`src/design/mas_pkg.sv`:
```
`timescale 1ns / 1ps
// ----------------------------------------------------------------------------
// mas_pkg
// Types and constants shared by the motion alarm sequencer modules.
// ----------------------------------------------------------------------------
package mas_pkg;

    // ADC sample width and chirps per low-battery warning
    localparam int ADC_BITS    = 10;
    localparam int CHIRP_COUNT = 3;
    localparam int RAW_W       = 10;

    // battery scaling: mv = raw * DIVIDER_GAIN * REF_MV / 2^ADC_BITS
    localparam int DIVIDER_GAIN = 2;
    localparam int REF_MV       = 5000;
    localparam int MV_SCALE     = DIVIDER_GAIN * REF_MV;
    localparam int PROD_W       = RAW_W + 14;

    localparam logic [15:0] CHIRP_ON_TICKS  = 16'd1;
    localparam logic [15:0] CHIRP_OFF_TICKS = 16'd2;
    localparam logic [15:0] TICK_MAX        = 16'hFFFF;

    // configuration port
    localparam int CFG_IDX_W  = 3;
    localparam int CFG_DATA_W = 16;

    localparam logic [CFG_IDX_W-1:0] CFG_LOW_BATTERY_MV     = 3'd0;
    localparam logic [CFG_IDX_W-1:0] CFG_BEEP_PAIRS         = 3'd1;
    localparam logic [CFG_IDX_W-1:0] CFG_WARMUP_TICKS       = 3'd2;
    localparam logic [CFG_IDX_W-1:0] CFG_BEEP_TICKS         = 3'd3;
    localparam logic [CFG_IDX_W-1:0] CFG_RELEASE_POLL_TICKS = 3'd4;

    localparam logic [13:0] RST_LOW_BATTERY_MV     = 14'd6400;
    localparam logic [7:0]  RST_BEEP_PAIRS         = 8'd10;
    localparam logic [15:0] RST_WARMUP_TICKS       = 16'd1024;
    localparam logic [7:0]  RST_BEEP_TICKS         = 8'd8;
    localparam logic [7:0]  RST_RELEASE_POLL_TICKS = 8'd16;

    typedef enum logic [2:0] {
        PH_WARMUP  = 3'd0,
        PH_ARMBEEP = 3'd1,
        PH_CHIRP   = 3'd2,
        PH_ARMED   = 3'd3,
        PH_ALARM   = 3'd4,
        PH_RELEASE = 3'd5
    } t_phase;

    // input item action codes
    localparam logic ACT_TICK      = 1'b0;
    localparam logic ACT_PIN_EVENT = 1'b1;

    typedef struct packed {
        logic             action;
        logic             pir_level;
        logic [RAW_W-1:0] battery_raw;
    } t_in_item;

    typedef struct packed {
        logic       buzzer;
        logic [2:0] phase;
        logic       low_battery;
    } t_out_item;

    typedef struct packed {
        logic [13:0] low_battery_mv;
        logic [7:0]  beep_pairs;
        logic [15:0] warmup_ticks;
        logic [7:0]  beep_ticks;
        logic [7:0]  release_poll_ticks;
    } t_cfg;

endpackage

```
`src/design/mas_cfg_regs.sv`:
```
`timescale 1ns / 1ps
// ----------------------------------------------------------------------------
// mas_cfg_regs
// Configuration register file, written through a plain write port.
// ----------------------------------------------------------------------------
module mas_cfg_regs (
    input  logic                             i_clk,
    input  logic                             i_rst_n,
    input  logic                             i_cfg_we,
    input  logic [mas_pkg::CFG_IDX_W-1:0]    i_cfg_idx,
    input  logic [mas_pkg::CFG_DATA_W-1:0]   i_cfg_wdata,
    output mas_pkg::t_cfg                    o_cfg
);
    import mas_pkg::*;

    t_cfg r_cfg;

    always_ff @(posedge i_clk) begin
        if (!i_rst_n) begin
            r_cfg.low_battery_mv     <= RST_LOW_BATTERY_MV;
            r_cfg.beep_pairs         <= RST_BEEP_PAIRS;
            r_cfg.warmup_ticks       <= RST_WARMUP_TICKS;
            r_cfg.beep_ticks         <= RST_BEEP_TICKS;
            r_cfg.release_poll_ticks <= RST_RELEASE_POLL_TICKS;
        end else if (i_cfg_we) begin
            case (i_cfg_idx)
                CFG_LOW_BATTERY_MV:     r_cfg.low_battery_mv     <= i_cfg_wdata[13:0];
                CFG_BEEP_PAIRS:         r_cfg.beep_pairs         <= i_cfg_wdata[7:0];
                CFG_WARMUP_TICKS:       r_cfg.warmup_ticks       <= i_cfg_wdata[15:0];
                CFG_BEEP_TICKS:         r_cfg.beep_ticks         <= i_cfg_wdata[7:0];
                CFG_RELEASE_POLL_TICKS: r_cfg.release_poll_ticks <= i_cfg_wdata[7:0];
                default: ;
            endcase
        end
    end

    assign o_cfg = r_cfg;

endmodule

```
`src/design/mas_fsm.sv`:
```
`timescale 1ns / 1ps
// ----------------------------------------------------------------------------
// mas_fsm
// Alarm sequencer state and next-state logic; advances once per request.
// ----------------------------------------------------------------------------
module mas_fsm (
    input  logic                i_clk,
    input  logic                i_rst_n,
    input  logic                i_step,
    input  mas_pkg::t_in_item   i_item,
    input  mas_pkg::t_cfg       i_cfg,
    output mas_pkg::t_out_item  o_result
);
    import mas_pkg::*;

    t_phase      r_phase,  n_phase;
    logic [15:0] r_tick,   n_tick;
    logic [7:0]  r_beeps,  n_beeps;
    logic [1:0]  r_chirps, n_chirps;
    logic        r_sound,  n_sound;
    logic        r_low,    n_low;

    logic [15:0]       tick_inc;
    logic [RAW_W-1:0]  raw_masked;
    logic [PROD_W-1:0] mv_prod;
    logic [PROD_W-1:0] mv;
    logic              batt_low;
    logic [1:0]        chirp_init;
    logic [1:0]        chirps_dec;
    logic [7:0]        beeps_dec;

    // battery scaling by constant multiply and shift
    assign raw_masked = i_item.battery_raw & RAW_W'((1 << ADC_BITS) - 1);
    assign mv_prod    = PROD_W'(raw_masked) * PROD_W'(MV_SCALE);
    assign mv         = mv_prod >> ADC_BITS;
    assign batt_low   = mv < PROD_W'(i_cfg.low_battery_mv);
    assign chirp_init = 2'(CHIRP_COUNT);

    assign tick_inc   = (r_tick == TICK_MAX) ? r_tick : r_tick + 16'd1;
    assign chirps_dec = r_chirps - 2'd1;
    assign beeps_dec  = r_beeps - 8'd1;

    // next state
    always_comb begin
        n_phase  = r_phase;
        n_tick   = r_tick;
        n_beeps  = r_beeps;
        n_chirps = r_chirps;
        n_sound  = r_sound;
        n_low    = r_low;
        if (i_item.action == ACT_PIN_EVENT) begin
            if (r_phase == PH_ARMED && i_item.pir_level) begin
                n_tick  = '0;
                n_beeps = i_cfg.beep_pairs;
                if (i_cfg.beep_pairs == 8'd0) begin
                    n_sound = 1'b0;
                    n_phase = PH_RELEASE;
                end else begin
                    n_sound = 1'b1;
                    n_phase = PH_ALARM;
                end
            end
        end else begin
            case (r_phase)
                PH_WARMUP: begin
                    n_tick = tick_inc;
                    if (tick_inc >= i_cfg.warmup_ticks) begin
                        n_tick  = '0;
                        n_sound = 1'b1;
                        n_phase = PH_ARMBEEP;
                    end
                end
                PH_ARMBEEP: begin
                    n_tick = tick_inc;
                    if (tick_inc >= {8'd0, i_cfg.beep_ticks}) begin
                        n_tick  = '0;
                        n_low   = batt_low;
                        n_sound = 1'b0;
                        n_phase = PH_ARMED;
                        if (batt_low) begin
                            n_chirps = chirp_init;
                            if (chirp_init != 2'd0) begin
                                n_sound = 1'b1;
                                n_phase = PH_CHIRP;
                            end
                        end
                    end
                end
                PH_CHIRP: begin
                    n_tick = tick_inc;
                    if (r_sound) begin
                        if (tick_inc >= CHIRP_ON_TICKS) begin
                            n_sound = 1'b0;
                            n_tick  = '0;
                        end
                    end else if (tick_inc >= CHIRP_OFF_TICKS) begin
                        n_tick   = '0;
                        n_chirps = chirps_dec;
                        if (chirps_dec == 2'd0) begin
                            n_phase = PH_ARMED;
                        end else begin
                            n_sound = 1'b1;
                        end
                    end
                end
                PH_ALARM: begin
                    n_tick = tick_inc;
                    if (tick_inc >= {8'd0, i_cfg.beep_ticks}) begin
                        n_tick = '0;
                        if (r_sound) begin
                            n_sound = 1'b0;
                        end else begin
                            n_beeps = beeps_dec;
                            if (beeps_dec == 8'd0) begin
                                n_sound = 1'b0;
                                if (i_item.pir_level) begin
                                    n_phase = PH_RELEASE;
                                end else begin
                                    n_low   = batt_low;
                                    n_phase = PH_ARMED;
                                    if (batt_low) begin
                                        n_chirps = chirp_init;
                                        if (chirp_init != 2'd0) begin
                                            n_sound = 1'b1;
                                            n_phase = PH_CHIRP;
                                        end
                                    end
                                end
                            end else begin
                                n_sound = 1'b1;
                            end
                        end
                    end
                end
                PH_RELEASE: begin
                    n_tick = tick_inc;
                    if (tick_inc >= {8'd0, i_cfg.release_poll_ticks}) begin
                        n_tick = '0;
                        if (!i_item.pir_level) begin
                            n_low   = batt_low;
                            n_sound = 1'b0;
                            n_phase = PH_ARMED;
                            if (batt_low) begin
                                n_chirps = chirp_init;
                                if (chirp_init != 2'd0) begin
                                    n_sound = 1'b1;
                                    n_phase = PH_CHIRP;
                                end
                            end
                        end
                    end
                end
                default: ;
            endcase
        end
    end

    // result of this request, taken from the updated state
    always_comb begin
        o_result.buzzer      = n_sound;
        o_result.phase       = 3'(n_phase);
        o_result.low_battery = n_low;
    end

    always_ff @(posedge i_clk) begin
        if (!i_rst_n) begin
            r_phase  <= PH_WARMUP;
            r_tick   <= '0;
            r_beeps  <= '0;
            r_chirps <= '0;
            r_sound  <= 1'b0;
            r_low    <= 1'b0;
        end else if (i_step) begin
            r_phase  <= n_phase;
            r_tick   <= n_tick;
            r_beeps  <= n_beeps;
            r_chirps <= n_chirps;
            r_sound  <= n_sound;
            r_low    <= n_low;
        end
    end

endmodule

```
`src/design/motion_alarm_sequencer_top.sv`:
```
`timescale 1ns / 1ps
// ----------------------------------------------------------------------------
// motion_alarm_sequencer_top
// Motion-sensor alarm sequencer: warm-up, arming beep, battery check with
// low-battery chirps, intrusion beep runs and release polling, stepped by
// 64 ms ticks and sensor pin-change requests.
// ----------------------------------------------------------------------------
//
//  channel | signals                                      | direction
//  --------+----------------------------------------------+----------
//  input   | i_in_valid, o_in_stall, i_in_item            | in
//  output  | o_out_valid, i_out_stall, o_out_item         | out
//  config  | i_cfg_we, i_cfg_idx, i_cfg_wdata             | in
//
//  One request per cycle sustained while results are not stalled; each
//  request passes the input register, then the state update, then the result register.
//  Synchronous active-low reset returns the sequencer to warm-up and the
//  configuration registers to their defaults.
//  A stalled result holds in the result register while one more request
//  waits in the input register; input stall rises only when both are full.
// ----------------------------------------------------------------------------
module motion_alarm_sequencer_top (
    input  logic                             i_clk,
    input  logic                             i_rst_n,
    input  logic                             i_in_valid,
    output logic                             o_in_stall,
    input  mas_pkg::t_in_item                i_in_item,
    output logic                             o_out_valid,
    input  logic                             i_out_stall,
    output mas_pkg::t_out_item               o_out_item,
    input  logic                             i_cfg_we,
    input  logic [mas_pkg::CFG_IDX_W-1:0]    i_cfg_idx,
    input  logic [mas_pkg::CFG_DATA_W-1:0]   i_cfg_wdata
);
    import mas_pkg::*;

    t_cfg      cfg;
    t_out_item result;

    logic      r_in_valid;
    t_in_item  r_in_item;
    logic      r_out_valid;
    t_out_item r_out_item;

    logic      out_free;
    logic      step;

    // the result register can take a new result when empty or being drained
    assign out_free   = !r_out_valid || !i_out_stall;
    assign step       = r_in_valid && out_free;
    assign o_in_stall = r_in_valid && !out_free;

    mas_cfg_regs u_cfg (
        .i_clk       (i_clk),
        .i_rst_n     (i_rst_n),
        .i_cfg_we    (i_cfg_we),
        .i_cfg_idx   (i_cfg_idx),
        .i_cfg_wdata (i_cfg_wdata),
        .o_cfg       (cfg)
    );

    mas_fsm u_fsm (
        .i_clk    (i_clk),
        .i_rst_n  (i_rst_n),
        .i_step   (step),
        .i_item   (r_in_item),
        .i_cfg    (cfg),
        .o_result (result)
    );

    // input register: load whenever not stalled
    always_ff @(posedge i_clk) begin
        if (!i_rst_n) begin
            r_in_valid <= 1'b0;
        end else if (!o_in_stall) begin
            r_in_valid <= i_in_valid;
        end
    end

    always_ff @(posedge i_clk) begin
        if (!o_in_stall && i_in_valid) begin
            r_in_item <= i_in_item;
        end
    end

    // result register: advance on a step, drop once taken
    always_ff @(posedge i_clk) begin
        if (!i_rst_n) begin
            r_out_valid <= 1'b0;
        end else if (step) begin
            r_out_valid <= 1'b1;
        end else if (!i_out_stall) begin
            r_out_valid <= 1'b0;
        end
    end

    always_ff @(posedge i_clk) begin
        if (step) begin
            r_out_item <= result;
        end
    end

    assign o_out_valid = r_out_valid;
    assign o_out_item  = r_out_item;

endmodule

```
`config.mk`:
```
export PLATFORM = sky130hd
export DESIGN_NAME = motion_alarm_sequencer_top
export DESIGN_NICKNAME = d
export VERILOG_FILES = /design/src/design/mas_pkg.sv /design/src/design/mas_cfg_regs.sv /design/src/design/mas_fsm.sv /design/src/design/motion_alarm_sequencer_top.sv
export SDC_FILE = /design/constraint.sdc
export NUM_CORES = 1
export LEC_CHECK = 0
export ABC_AREA = 1
export BUFFER_PORTS_ARGS = -buffer_cell sky130_fd_sc_hd__buf_2
export CAP_MARGIN = 10
export CORE_ASPECT_RATIO = 1.2
export CORE_UTILIZATION = 30
export CTS_BUF_LIST = sky130_fd_sc_hd__clkbuf_4 sky130_fd_sc_hd__clkbuf_8
export DETAILED_ROUTE_END_ITERATION = 10
export MAX_ROUTING_LAYER = met4
export REMOVE_ABC_BUFFERS = 1
export SETUP_SLACK_MARGIN = 0.05
export SLEW_MARGIN = 25
export SYNTH_ARGS = -nofsm -noshare
export SYNTH_HDL_FRONTEND = slang
export SYNTH_HIERARCHICAL = 1
export SYNTH_SLANG_ARGS = --single-unit
```
`constraint.sdc`:
```
create_clock -name i_clk -period 18.3 [get_ports i_clk]
set_clock_uncertainty 0.2 [all_clocks]
set_input_delay 3.66 -clock i_clk [delete_from_list [all_inputs] [get_ports i_clk]]
set_output_delay 3.66 -clock i_clk [all_outputs]
set_load 0.05 [all_outputs]
```
==> key figures, run 1 <==
Power and ir drop
  • Max VDD drop: 0.0408 mV
  • Total power: roughly 710 uW
  • Leak: 4.28 nW
  • Power density cells: 79.6 nW/um^2

Place
  • I/O Buffers: 42
  • Dpl hpwl: 15300 um
  • Gpl congestion: 0.888
  • Inst Count DP: 1542

Die
  • Row count: 66
  • Die Y: 184 um
  • I/O pin cnt: between 40 and 50
  • Initial Util: 30.5%
  • Die Wd: 153 um
  • Core area: 27100 sq um
  • Die area: 28200 sq um

Critical path
  • Reg-to-reg setup timing slack: 11.91 ns
  • Crit end category: output pin
  • CP required: 14.44 ns
  • Worst-path fanout max: 3
  • Worst Setup Start Kind: primary input
  • Capture point of the worst reg-to-reg path: o_out_item[0]
  • Critical path type: primary input to output pin
  • CP arrival: 4.18 ns
  • RR Startpoint: r_in_item[6]
  • Worst Reg-to-Reg Cells: 35

Synth
  • Syn Inst Count: 1187
  • YS warnings: 6
  • Top_reg_cell synth: dfxtp_1
  • Cell variety after synth: 48
  • Post-synth EDFFs: 17
  • Area fraction of the dominant cell type after synthesis: 21.1%
  • Avg Cell Area, Syn: slightly below 7 sq um
  • Synthesized area: 8250 sq um
  • Cell taking the most area after synthesis: dfxtp_1
  • Yosys reg bits: roughly 100
  • Cells taking the most area after synthesis: dfxtp_1 21%, ha_1 15%, nand2_1 12%, inv_1 8.9%, nor2_1 7.1%
  • Post-synthesis sequential area ratio: between 20% and 30%
  • Async S/R FF share, synth: 0%

Finish
  • # nets final: approximately 1400
  • Most frequent cells in the layout: 262 x nand2_1, 196 x inv_1, 156 x nor2_1
  • Most common cell after layout, fill and taps aside: nand2_1
  • Filler cells: 2932
  • Share of cells above drive strength 1: 8.62%
  • Final Instance Count excl. Fillers: 1559
  • Core Util, Final: 33.0%
  • Layout area overhead: 8.28%

Timing
  • Setup Viol. Count Final: 0
  • Slew @ Worst Pin: 0.889 ns
  • RSZ-0062 raised after global routing: false
  • Period utilization: 43.9%
  • Fin. Hold Viols: 0
  • Total negative slack: 0 ns
  • Slew headroom: 40.4%
  • Pins Over Slew Limit: 0
  • Achievable Freq: 0.124 GHz
  • Final worst path period need: 8.04 ns

Global routing
  • Grt total ovfl: 0
  • Overall routing resource usage: 15.0%
  • Antenna violations before repair: 1
  • Vias in the first global route: 7142
  • First-pass GRT wire length: 33400 um
  • Largest net degree at the start of global routing: 63

Clock tree
  • Postcts setup bufs: 0
  • Max Root-Sink Buffers: 2
  • Root buffer cell: clkbuf_8
  • H-tree levels: 3
  • Num CTS Buffers: 9
  • Clock-pin slew on the worst setup and hold paths: approximately 0.1 ns
  • TritonCTS clock tree: built
  • Hold buffers post-CTS: 0
  • TritonCTS Sinks: between 100 and 150
  • Skew-Pair Late Insertion Delay: approximately 0.40 ns
  • Post-CTS sizing: 0

Status
  • Failing checks: DRC
  • Status: complete, but fails checks

Route
  • Post-DRT Antenna Nets: 0
  • Initial detailed-routing violation count: between 300 and 400
  • First-pass DRT Iterations: 10
  • Post-DR wirelength/cell: between 10 and 15 um
  • Drt drc: 1
  • Vias: 7266
  • Via density: 4.66
  • DRT Wirelength: just under 20000 um

Hold path
  • Worst Hold Depth: 2
  • Hold Path Origin: u_cfg/o_cfg[20]
  • End of the worst hold path: u_cfg/o_cfg[20]
  • Worst Hold Class: flop to flop

Job
  • Max-Cap Viols: 0
## per-layer routing
layer  up-vias  part of all wire [%]  wire (um)  GRT usage, %
met2       112                    51      10200          27.5
li1       3854                     -          -             -
met4         0                   2.3        448          5.20
met5         -                     0          0             -
met3        33                   2.6        522          1.74
met1      3267                    44       8630          16.8
## cell type report
cell class | instances | area, sq um | area share, %
clock inverter | 5 | 38.8 | 0.434
antenna | 1 | 2.50 | 0.0280
tap | 340 | 425 | 4.76
inverter | 205 | 771 | 8.63
multi-input combinational | 846 | 5050 | 56.5
timing repair buffer | 47 | 248 | 2.77
sequential | 104 | 2250 | 25.2
clock buffer | 11 | 145 | 1.62
## cell families (layout without fill, tap and decap cells)
group / after synthesis / count (layout) / synth area share, %
DFF: 104 / 104 / 27.3
and+or+nand+nor: 575 / 575 / 30.6
other: 0 / 1 / 0
AOI/OAI and AO/OA: 136 / 136 / 9.42
adders and majority gates: 116 / 116 / 19.1
xor gates and xnor gates: 19 / 19 / 2.02
buffers and inverters: 237 / 268 / 11.5
## worst max path at each step
| stage | startpoint | to | slack (ns) | cells after the start |
|---|---|---|---|---|
| detailed placement | i_out_stall | o_in_stall | 10.26 | 4 |
| floorplan | i_out_stall | o_in_stall | 10.34 | 2 |
| global placement | i_out_stall | o_in_stall | 10.26 | 4 |
| CTS | i_out_stall | o_in_stall | 10.26 | 4 |
| finish | i_out_stall | o_in_stall | 10.26 | 4 |
| global route | i_out_stall | o_in_stall | 10.21 | 4 |
## power breakdown
group | internal, mW | switching, mW | total (mW)
clock network | 0.0557 | 0.0888 | 0.145
registers | 0.241 | 0.00724 | 0.248
logic | 0.129 | 0.190 | 0.318
## through the flow
| stage | setup WS, ns | hold WS [ns] | instance area, sq um |
|---|---|---|---|
| floorplan | 10.34 | 0.242 | 8070 |
| finish | 10.26 | 0.289 | 8930 |
| CTS | 10.26 | 0.291 | 8930 |
| global placement | 10.26 | 0.262 | 8750 |
| detailed placement | 10.26 | 0.269 | 8750 |
| global route | 10.21 | 0.311 | 8930 |
## state kept, by name, indices dropped and copies added, names as in the netlist
signal / count
u_fsm/r_beeps: 8
u_fsm/r_phase: 3
u_fsm/r_sound: 1
u_cfg/o_cfg: 54
o_out_valid: 1
u_fsm/r_low: 1
u_fsm/r_chirps: 2
u_fsm/r_tick: 16
r_in_valid: 1
r_in_item: 12
o_out_item: 5
## Yosys cell counts, drive strengths merged, types with 9 or more instances
library cell and number:
a21oi 67, buf 21, clkbuf 11, dfxtp 87, edfxtp 17, fa 17, ha 99, inv 203
nand2 268, nand3 87, nand4 34, nor2 173, o21ai 41, xnor2 10, xor2 9
## critical path, stage by stage
cell and delay [ns]:
buf_2 0.11, nand3_2 0.10, inv_1 0.06, buf_2 0.25
Power figures use the tool's default switching activity.
==> run 2, diff against run 1 <==
Clock period 18.3 ns to 6.58 ns, I/O delays scaled along.
==> run 2 against run 1 <==
  * The run still ends with DRC left
  * Hold slack lost 0.0069 ns
  * Sequential cell count did not move
  * Clock power rose to 2.9 times the previous value
  * Via count shrank 0.15%
  * Count of clock-buffer cells in the layout up 2
  * Power increased to 2.9 times the previous value
  * Wire length up 1.3%
  * Critical path depth is 31 higher
  * Sequential power rose to 2.8 times the previous value
  * Largest power group unchanged
==> key figures, run 2 (synthesized netlist as in run 1, its figures left out) <==
Route
  • DR WL met2: 10300 um (+1.5%)
  • DRT Wirelength: 20000 um (+1.3%)
  • Post-DRT Antenna Nets: 0 (unchanged)
  • First-pass DRT Iterations: 7 (-3)
  • Drt drc: 1 (unchanged)
  • Vias: 7255 (-0.15%)
  • Wire length on met1: 8790 um (+1.9%)
  • DR top layer: met4
  • Met3 WL: 410 um (-21%)
  • Via density: 4.65 (-0.22%)
  • Initial detailed-routing violation count: 324 (-5.3%)
  • Post-DR wirelength/cell: 12.8 um (+1.2%)

Critical path
  • Worst stage delay on the critical path: 0.52 ns (+0.27 ns)
  • Critical path type: flop to flop
  • CP required: 6.54 ns (-7.90 ns)
  • Worst-path fanout max: 7 (+4)
  • CP delay by family, top: adder cells
  • Crit end category: flop
  • CP max-delay cell: fa_1
  • CP Buf/Inv Count: 6 (+3)
  • Worst Setup Start Kind: flop
  • CP arrival: 6.04 ns (+1.86 ns)
  • Crit-path most repeated cell: nand2_1

Global routing
  • Grt total ovfl: 0 (unchanged)
  • Overall routing resource usage: 15.1% (+0.11 points)
  • Largest net degree at the start of global routing: 63 (unchanged)
  • First-pass GRT wire length: 33300 um (-0.48%)
  • Vias in the first global route: 6982 (-2.2%)
  • Antenna violations before repair: 1 (unchanged)

Job
  • Max-Cap Viols: 0 (unchanged)

Clock tree
  • TritonCTS clock tree: built
  • Skew-Pair Late Insertion Delay: 0.39 ns (about the same)
  • H-tree levels: 3 (unchanged)
  • TritonCTS Sinks: 104 (unchanged)
  • Root buffer cell: clkbuf_8
  • Num CTS Buffers: 9 (unchanged)
  • Max Root-Sink Buffers: 2 (unchanged)
  • Clock-pin slew on the worst setup and hold paths: 0.10 ns (about the same)

Finish
  • Filler cells: 2984 (+1.8%)
  • # nets final: 1366 (+0.073%)
  • Layout area overhead: 8.66%
  • Final Instance Count excl. Fillers: 1560 (+0.064%)
  • Area occupied by registers: 2250 sq um (unchanged)
  • Most common cell after layout, fill and taps aside: nand2_1
  • Most frequent cells in the layout: 261 x nand2_1, 196 x inv_1, 156 x nor2_1
  • Final Cell Area: 8960 sq um (+0.35%)
  • Share of cells above drive strength 1: 8.78% (+0.16 points)
  • Largest register FFs: 54 (unchanged)
  • Multi-input gate area: 5060 sq um (+0.22%)

Timing
  • Period utilization: a little over 90%
  • Fin Hold WS: 0.282 ns (-0.00694 ns)
  • Total negative slack: 0 ns (unchanged)
  • Pins Over Slew Limit: 0 (unchanged)
  • Slew @ Worst Pin: 0.888 ns (-0.00156 ns)
  • Achievable Freq: 0.165 GHz
  • Setup Viol. Count Final: 0 (unchanged)
  • RSZ-0062 raised after global routing: true
  • Slew headroom: 40.5% (+0.10 points)
  • Final worst path period need: 6.08 ns
  • Fin. Hold Viols: 0 (unchanged)

Die
  • Die Wd: 153 um (unchanged)
  • Row count: 66 (unchanged)
  • Core area: 27100 sq um (unchanged)
  • I/O pin cnt: 43 (unchanged)
  • Initial Util: 30.5% (unchanged)
  • Die Y: 184 um (unchanged)
  • Die area: 28200 sq um (unchanged)

Place
  • Dpl hpwl: 15900 um (+3.7%)
  • I/O Buffers: 42 (unchanged)
  • Gpl congestion: 0.863 (-2.7%)
  • Placed cell areas: 8750 sq um (about the same)
  • Inst Count DP: 1543 (+0.065%)

Hold path
  • Worst Hold Class: flop to flop

Status
  • Failing checks: DRC
  • Status: complete, but fails checks

Power and ir drop
  • Total power: 2.04 mW (+190%)
  • Max VDD drop: 0.106 mV (+160%)
  • Power density cells: 227 nW/um^2 (+190%)
  • Leak: 4.30 nW (+0.44%)
run 2: cell count changes in the layout (fill, tap and decap cells not counted), sizes merged:
cell / before / now
inv: 205 / 203
buf: 47 / 48
clkbuf: 11 / 13
clkinv: 3 / 4
clkinvlp: 2 / 0
bufinv: 0 / 1
run 2: worst reg2reg max path, delay by kind of cell (launching register included):
kind                     cells  cell delay, ns
AO/OA/AOI/OAI                6            0.91
XOR/XNOR                     1            0.16
adder cells (fa/ha/maj)      7            2.51
buffers and inverters        6            0.35
flip-flops                   1            0.45
AND/OR/NAND/NOR             15            1.26
run 2: stage by stage:
stage	utilization [%]	setup slack, ns
3_5_place_dp	32.3	0.376
3_3_place_gp	32.3	0.454
6_report	33.1	0.503
5_1_grt	33.1	0.0563
2_1_floorplan	-	0.945
4_1_cts	33.0	0.350
run 2: repair_timing:
item / in CTS / in global routing
hold buffers: 0 / 0
gates resized for setup: 0 / 3
buffers inserted: 0 / 0
setup endpoints to repair: 0 / 7
run 2: cell type report:
cell class                 count  share of cell area, %
multi-input combinational    846                   56.5
antenna                        1                 0.0279
clock inverter                 3                  0.475
inverter                     205                   8.60
tap                          340                   4.75
sequential                   104                   25.1
clock buffer                  13                   1.72
timing repair buffer          48                   2.85
run 2: power breakdown:
part / internal (mW) / total, mW / switching, mW
combinational: 0.373 / 0.926 / 0.553
clock: 0.193 / 0.422 / 0.228
sequential: 0.670 / 0.690 / 0.0191
total: 1.24 / 2.04 / 0.800
run 2: worst paths after layout:
kind | from | endpoint | slack (ns) | depth (start not counted)
worst max-delay path | r_in_item[8] | o_out_item[0] | 0.50 | 35
worst min-delay path | u_cfg/o_cfg[52] | u_cfg/o_cfg[52] | 0.28 | 2
worst max register to register | r_in_item[8] | o_out_item[0] | 0.50 | 35
worst min register to register | u_cfg/o_cfg[52] | u_cfg/o_cfg[52] | 0.28 | 2
run 2: routing by layer:
metal / global-route usage, % / vias up
met5: - / -
met4: 6.28 / 0
met3: 1.79 / 34
met2: 27.7 / 89
met1: 16.5 / 3277
li1: - / 3855
==> run 3, diff against run 2 <==
Settings changed: ABC_AREA 1 to 0, CTS_CLUSTER_DIAMETER set to 40.
==> run 3 against run 2 <==
  * The flow now finishes without violations
  * Hold slack lost 0.020 ns
  * Maximum frequency shrank 2.2%
  * Sequential power is 2% lower
  * Critical path depth decreased by 10
  * Wire length down 3.7%
  * Count of clock-buffer cells in the layout fell by 4
  * Sequential cell count did not move
  * Highest routed layer unchanged
==> key figures, run 3 <==
Finish
  • Most common cell after layout, fill and taps aside: nand2_1
  • Most frequent cells in the layout: 126 x nand2_1, 106 x inv_1, 97 x ha_1
  • Largest register FFs: 54 (unchanged)
  • Filler cells: 2759 (-7.5%)
  • # nets final: 1125 (-18%)
  • Inserted Diodes: 0 (-1)
  • Share of cells above drive strength 1: 11.3% (+2.6 points)
  • Final Cell Area: 8840 sq um (-1.3%)
  • Layout area overhead: 10.7%

Synth
  • Cells taking the most area after synthesis: dfxtp_1 22%, ha_1 16%, mux2i_1 6.8%, edfxtp_1 6.4%, nand2_1 5.9%
  • YS warnings: 6 (unchanged)
  • Top_reg_cell synth: dfxtp_1
  • Post-synthesis sequential area ratio: 28.2% (+0.88 points)
  • Synthesized area: 7990 sq um (-3.1%)
  • Cell variety after synth: 79 (+65%)
  • Syn Inst Count: 938 (-21%)
  • Yosys reg bits: 104 (unchanged)
  • Post-synth EDFFs: 17 (unchanged)
  • Cell taking the most area after synthesis: dfxtp_1
  • Top-count cell post-synth: nand2_1
  • Area fraction of the dominant cell type after synthesis: 21.8% (+0.68 points)
  • Avg Cell Area, Syn: 8.52 sq um (+23%)
  • Post-synth top cells: 126 x nand2_1, 108 x inv_1, 99 x ha_1
  • Async S/R FF share, synth: 0% (unchanged)

Clock tree
  • H-tree levels: 3 (unchanged)
  • Num CTS Buffers: 9 (unchanged)
  • TritonCTS clock tree: built
  • TritonCTS Sinks: 104 (unchanged)
  • Skew-Pair Late Insertion Delay: 0.40 ns (about the same)
  • Clock-pin slew on the worst setup and hold paths: 0.13 ns (+0.03 ns)
  • Root buffer cell: clkbuf_8
  • Max Root-Sink Buffers: 2 (unchanged)

Route
  • Post-DRT Antenna Nets: 0 (unchanged)
  • DRT Wirelength: 19300 um (-3.7%)
  • Initial detailed-routing violation count: 356 (+9.9%)
  • Post-DR wirelength/cell: 14.7 um (+14%)
  • Drt drc: 0 (-1)
  • Via density: 5.02 (+7.9%)
  • Vias: 6588 (-9.2%)
  • First-pass DRT Iterations: 4 (-3)

Die
  • Row count: 65 (-1.5%)
  • Initial Util: 30.4% (-0.039 points)
  • I/O pin cnt: 43 (unchanged)
  • Die area: 27300 sq um (-3.1%)
  • Die Wd: 151 um (-1.6%)
  • Core area: 26300 sq um (-3.0%)
  • Die Y: 181 um (-1.6%)

Place
  • Gpl congestion: 0.903 (+4.6%)
  • Dpl hpwl: 14500 um (-8.8%)
  • I/O Buffers: 42 (unchanged)
  • Placed cell areas: 8530 sq um (-2.6%)

Global routing
  • Vias in the first global route: 6328 (-9.4%)
  • Largest net degree at the start of global routing: 84 (+33%)
  • Overall routing resource usage: 14.9% (-0.25 points)
  • Antenna violations before repair: 0 (-1)
  • First-pass GRT wire length: 31400 um (-5.5%)
  • Grt total ovfl: 0 (unchanged)

Timing
  • Achievable Freq: 0.161 GHz (-2.2%)
  • Slew @ Worst Pin: 0.963 ns (+0.0749 ns)
  • Setup Viol. Count Final: 0 (unchanged)
  • Final worst path period need: 6.21 ns (+0.134 ns)
  • Fin Hold WS: 0.262 ns (-0.0202 ns)
  • Fin. Hold Viols: 0 (unchanged)
  • Pins Over Slew Limit: 0 (unchanged)
  • Period utilization: 94.4% (+2.0 points)
  • Slew headroom: 35.8% (-4.6 points)
  • Total negative slack: 0 ns (unchanged)
  • RSZ-0062 raised after global routing: false

Job
  • Max-Cap Viols: 0 (unchanged)

Critical path
  • CP arrival: 6.16 ns (+0.12 ns)
  • Crit end category: flop
  • Critical path type: flop to flop
  • Worst-path fanout max: 5 (-2)
  • Setup crit start: r_in_item[4]
  • RR Startpoint: r_in_item[4]
  • Worst Setup Start Kind: flop
  • CP required: 6.53 ns (about the same)

Hold path
  • Hold Path Origin: u_cfg/o_cfg[31]
  • Worst Hold Class: flop to flop

Power and ir drop
  • Power density cells: 222 nW/um^2 (-2.3%)
  • Leak: 3.79 nW (-12%)
  • Max VDD drop: 0.173 mV (+64%)

Status
  • Status: complete, no violations
run 3: final timing paths:
check | end | slack, ns | cells past startpoint
worst min register to register | u_cfg/o_cfg[31] | 0.26 | 2
worst max-delay path | o_out_item[1] | 0.37 | 25
worst min-delay path | u_cfg/o_cfg[31] | 0.26 | 2
worst max register to register | o_out_item[1] | 0.37 | 25
run 3: kinds of logic (layout without fill, tap and decap cells):
logic type	Yosys count	after routing	share of synthesized area, %
AND/OR/NAND/NOR	318	318	20.0
adder cells (fa/ha/maj)	116	116	19.8
AO/OA/AOI/OAI	175	175	14.7
flip-flops	104	104	28.2
XOR/XNOR	20	20	2.19
multiplexers	61	61	7.75
buffers and inverters	144	184	7.42
run 3: per-stage QoR:
step,cells,total power [mW],setup WS (ns),utilization (%)
final,1313,1.96,0.369,33.7
after detailed placement,1290,1.49,0.318,32.5
after global placement,1289,1.48,0.373,32.4
after floorplan,902,1.27,0.654,-
after CTS,1306,1.93,0.259,33.2
after global routing,1313,2.12,0.0472,33.7
run 3: repair_timing:
action                     CTS  global route
setup endpoints to repair    0             5
setup buffers                0             7
resized for setup            0            14
hold buffers                 0             0
run 3: critical path: stages, from the launching register on:
cell and delay (ns):
edfxtp_1 0.42, inv_1 0.13, fa_1 0.52, inv_1 0.04, ha_1 0.27, ha_1 0.27, ha_1 0.27, inv_1 0.05
fa_1 0.49, inv_1 0.04, ha_1 0.34, a21boi_2 0.19, o211ai_1 0.24, a21oi_2 0.12, o31ai_4 0.31, xnor2_1 0.16
ha_1 0.28, a21o_1 0.18, a21oi_1 0.14, o21ai_0 0.12, a211oi_2 0.22, buf_4 0.17, nor2b_2 0.16, nor4b_1 0.08
a2111oi_2 0.41, a21boi_1 0.12
run 3: where the power goes:
group	leakage (nW)	total, mW	internal (mW)	switching (mW)
Combinational	2.82	0.860	0.392	0.468
Clock	0.105	0.428	0.153	0.275
Sequential	0.869	0.675	0.662	0.0133
Total	3.79	1.96	1.21	0.757
run 3: layout make-up:
type	count	area, sq um	area share, %
sequential	104	2250	25.5
timing repair buffer	60	349	3.95
inverter	108	405	4.58
clock inverter	7	81.3	0.920
clock buffer	9	124	1.40
tap	335	419	4.74
multi-input combinational	690	5210	58.9
run 3: layer usage:
layer  global-route usage [%]  vias to the layer above  part of all wire, %  wire [um]
met1                     18.2                     3091                   46       8850
met5                        -                        -                    0          0
li1                         -                     3361                    -          -
met3                     1.79                       33                  2.4        458
met4                     6.32                        0                  2.7        519
met2                     24.3                      103                   49       9440
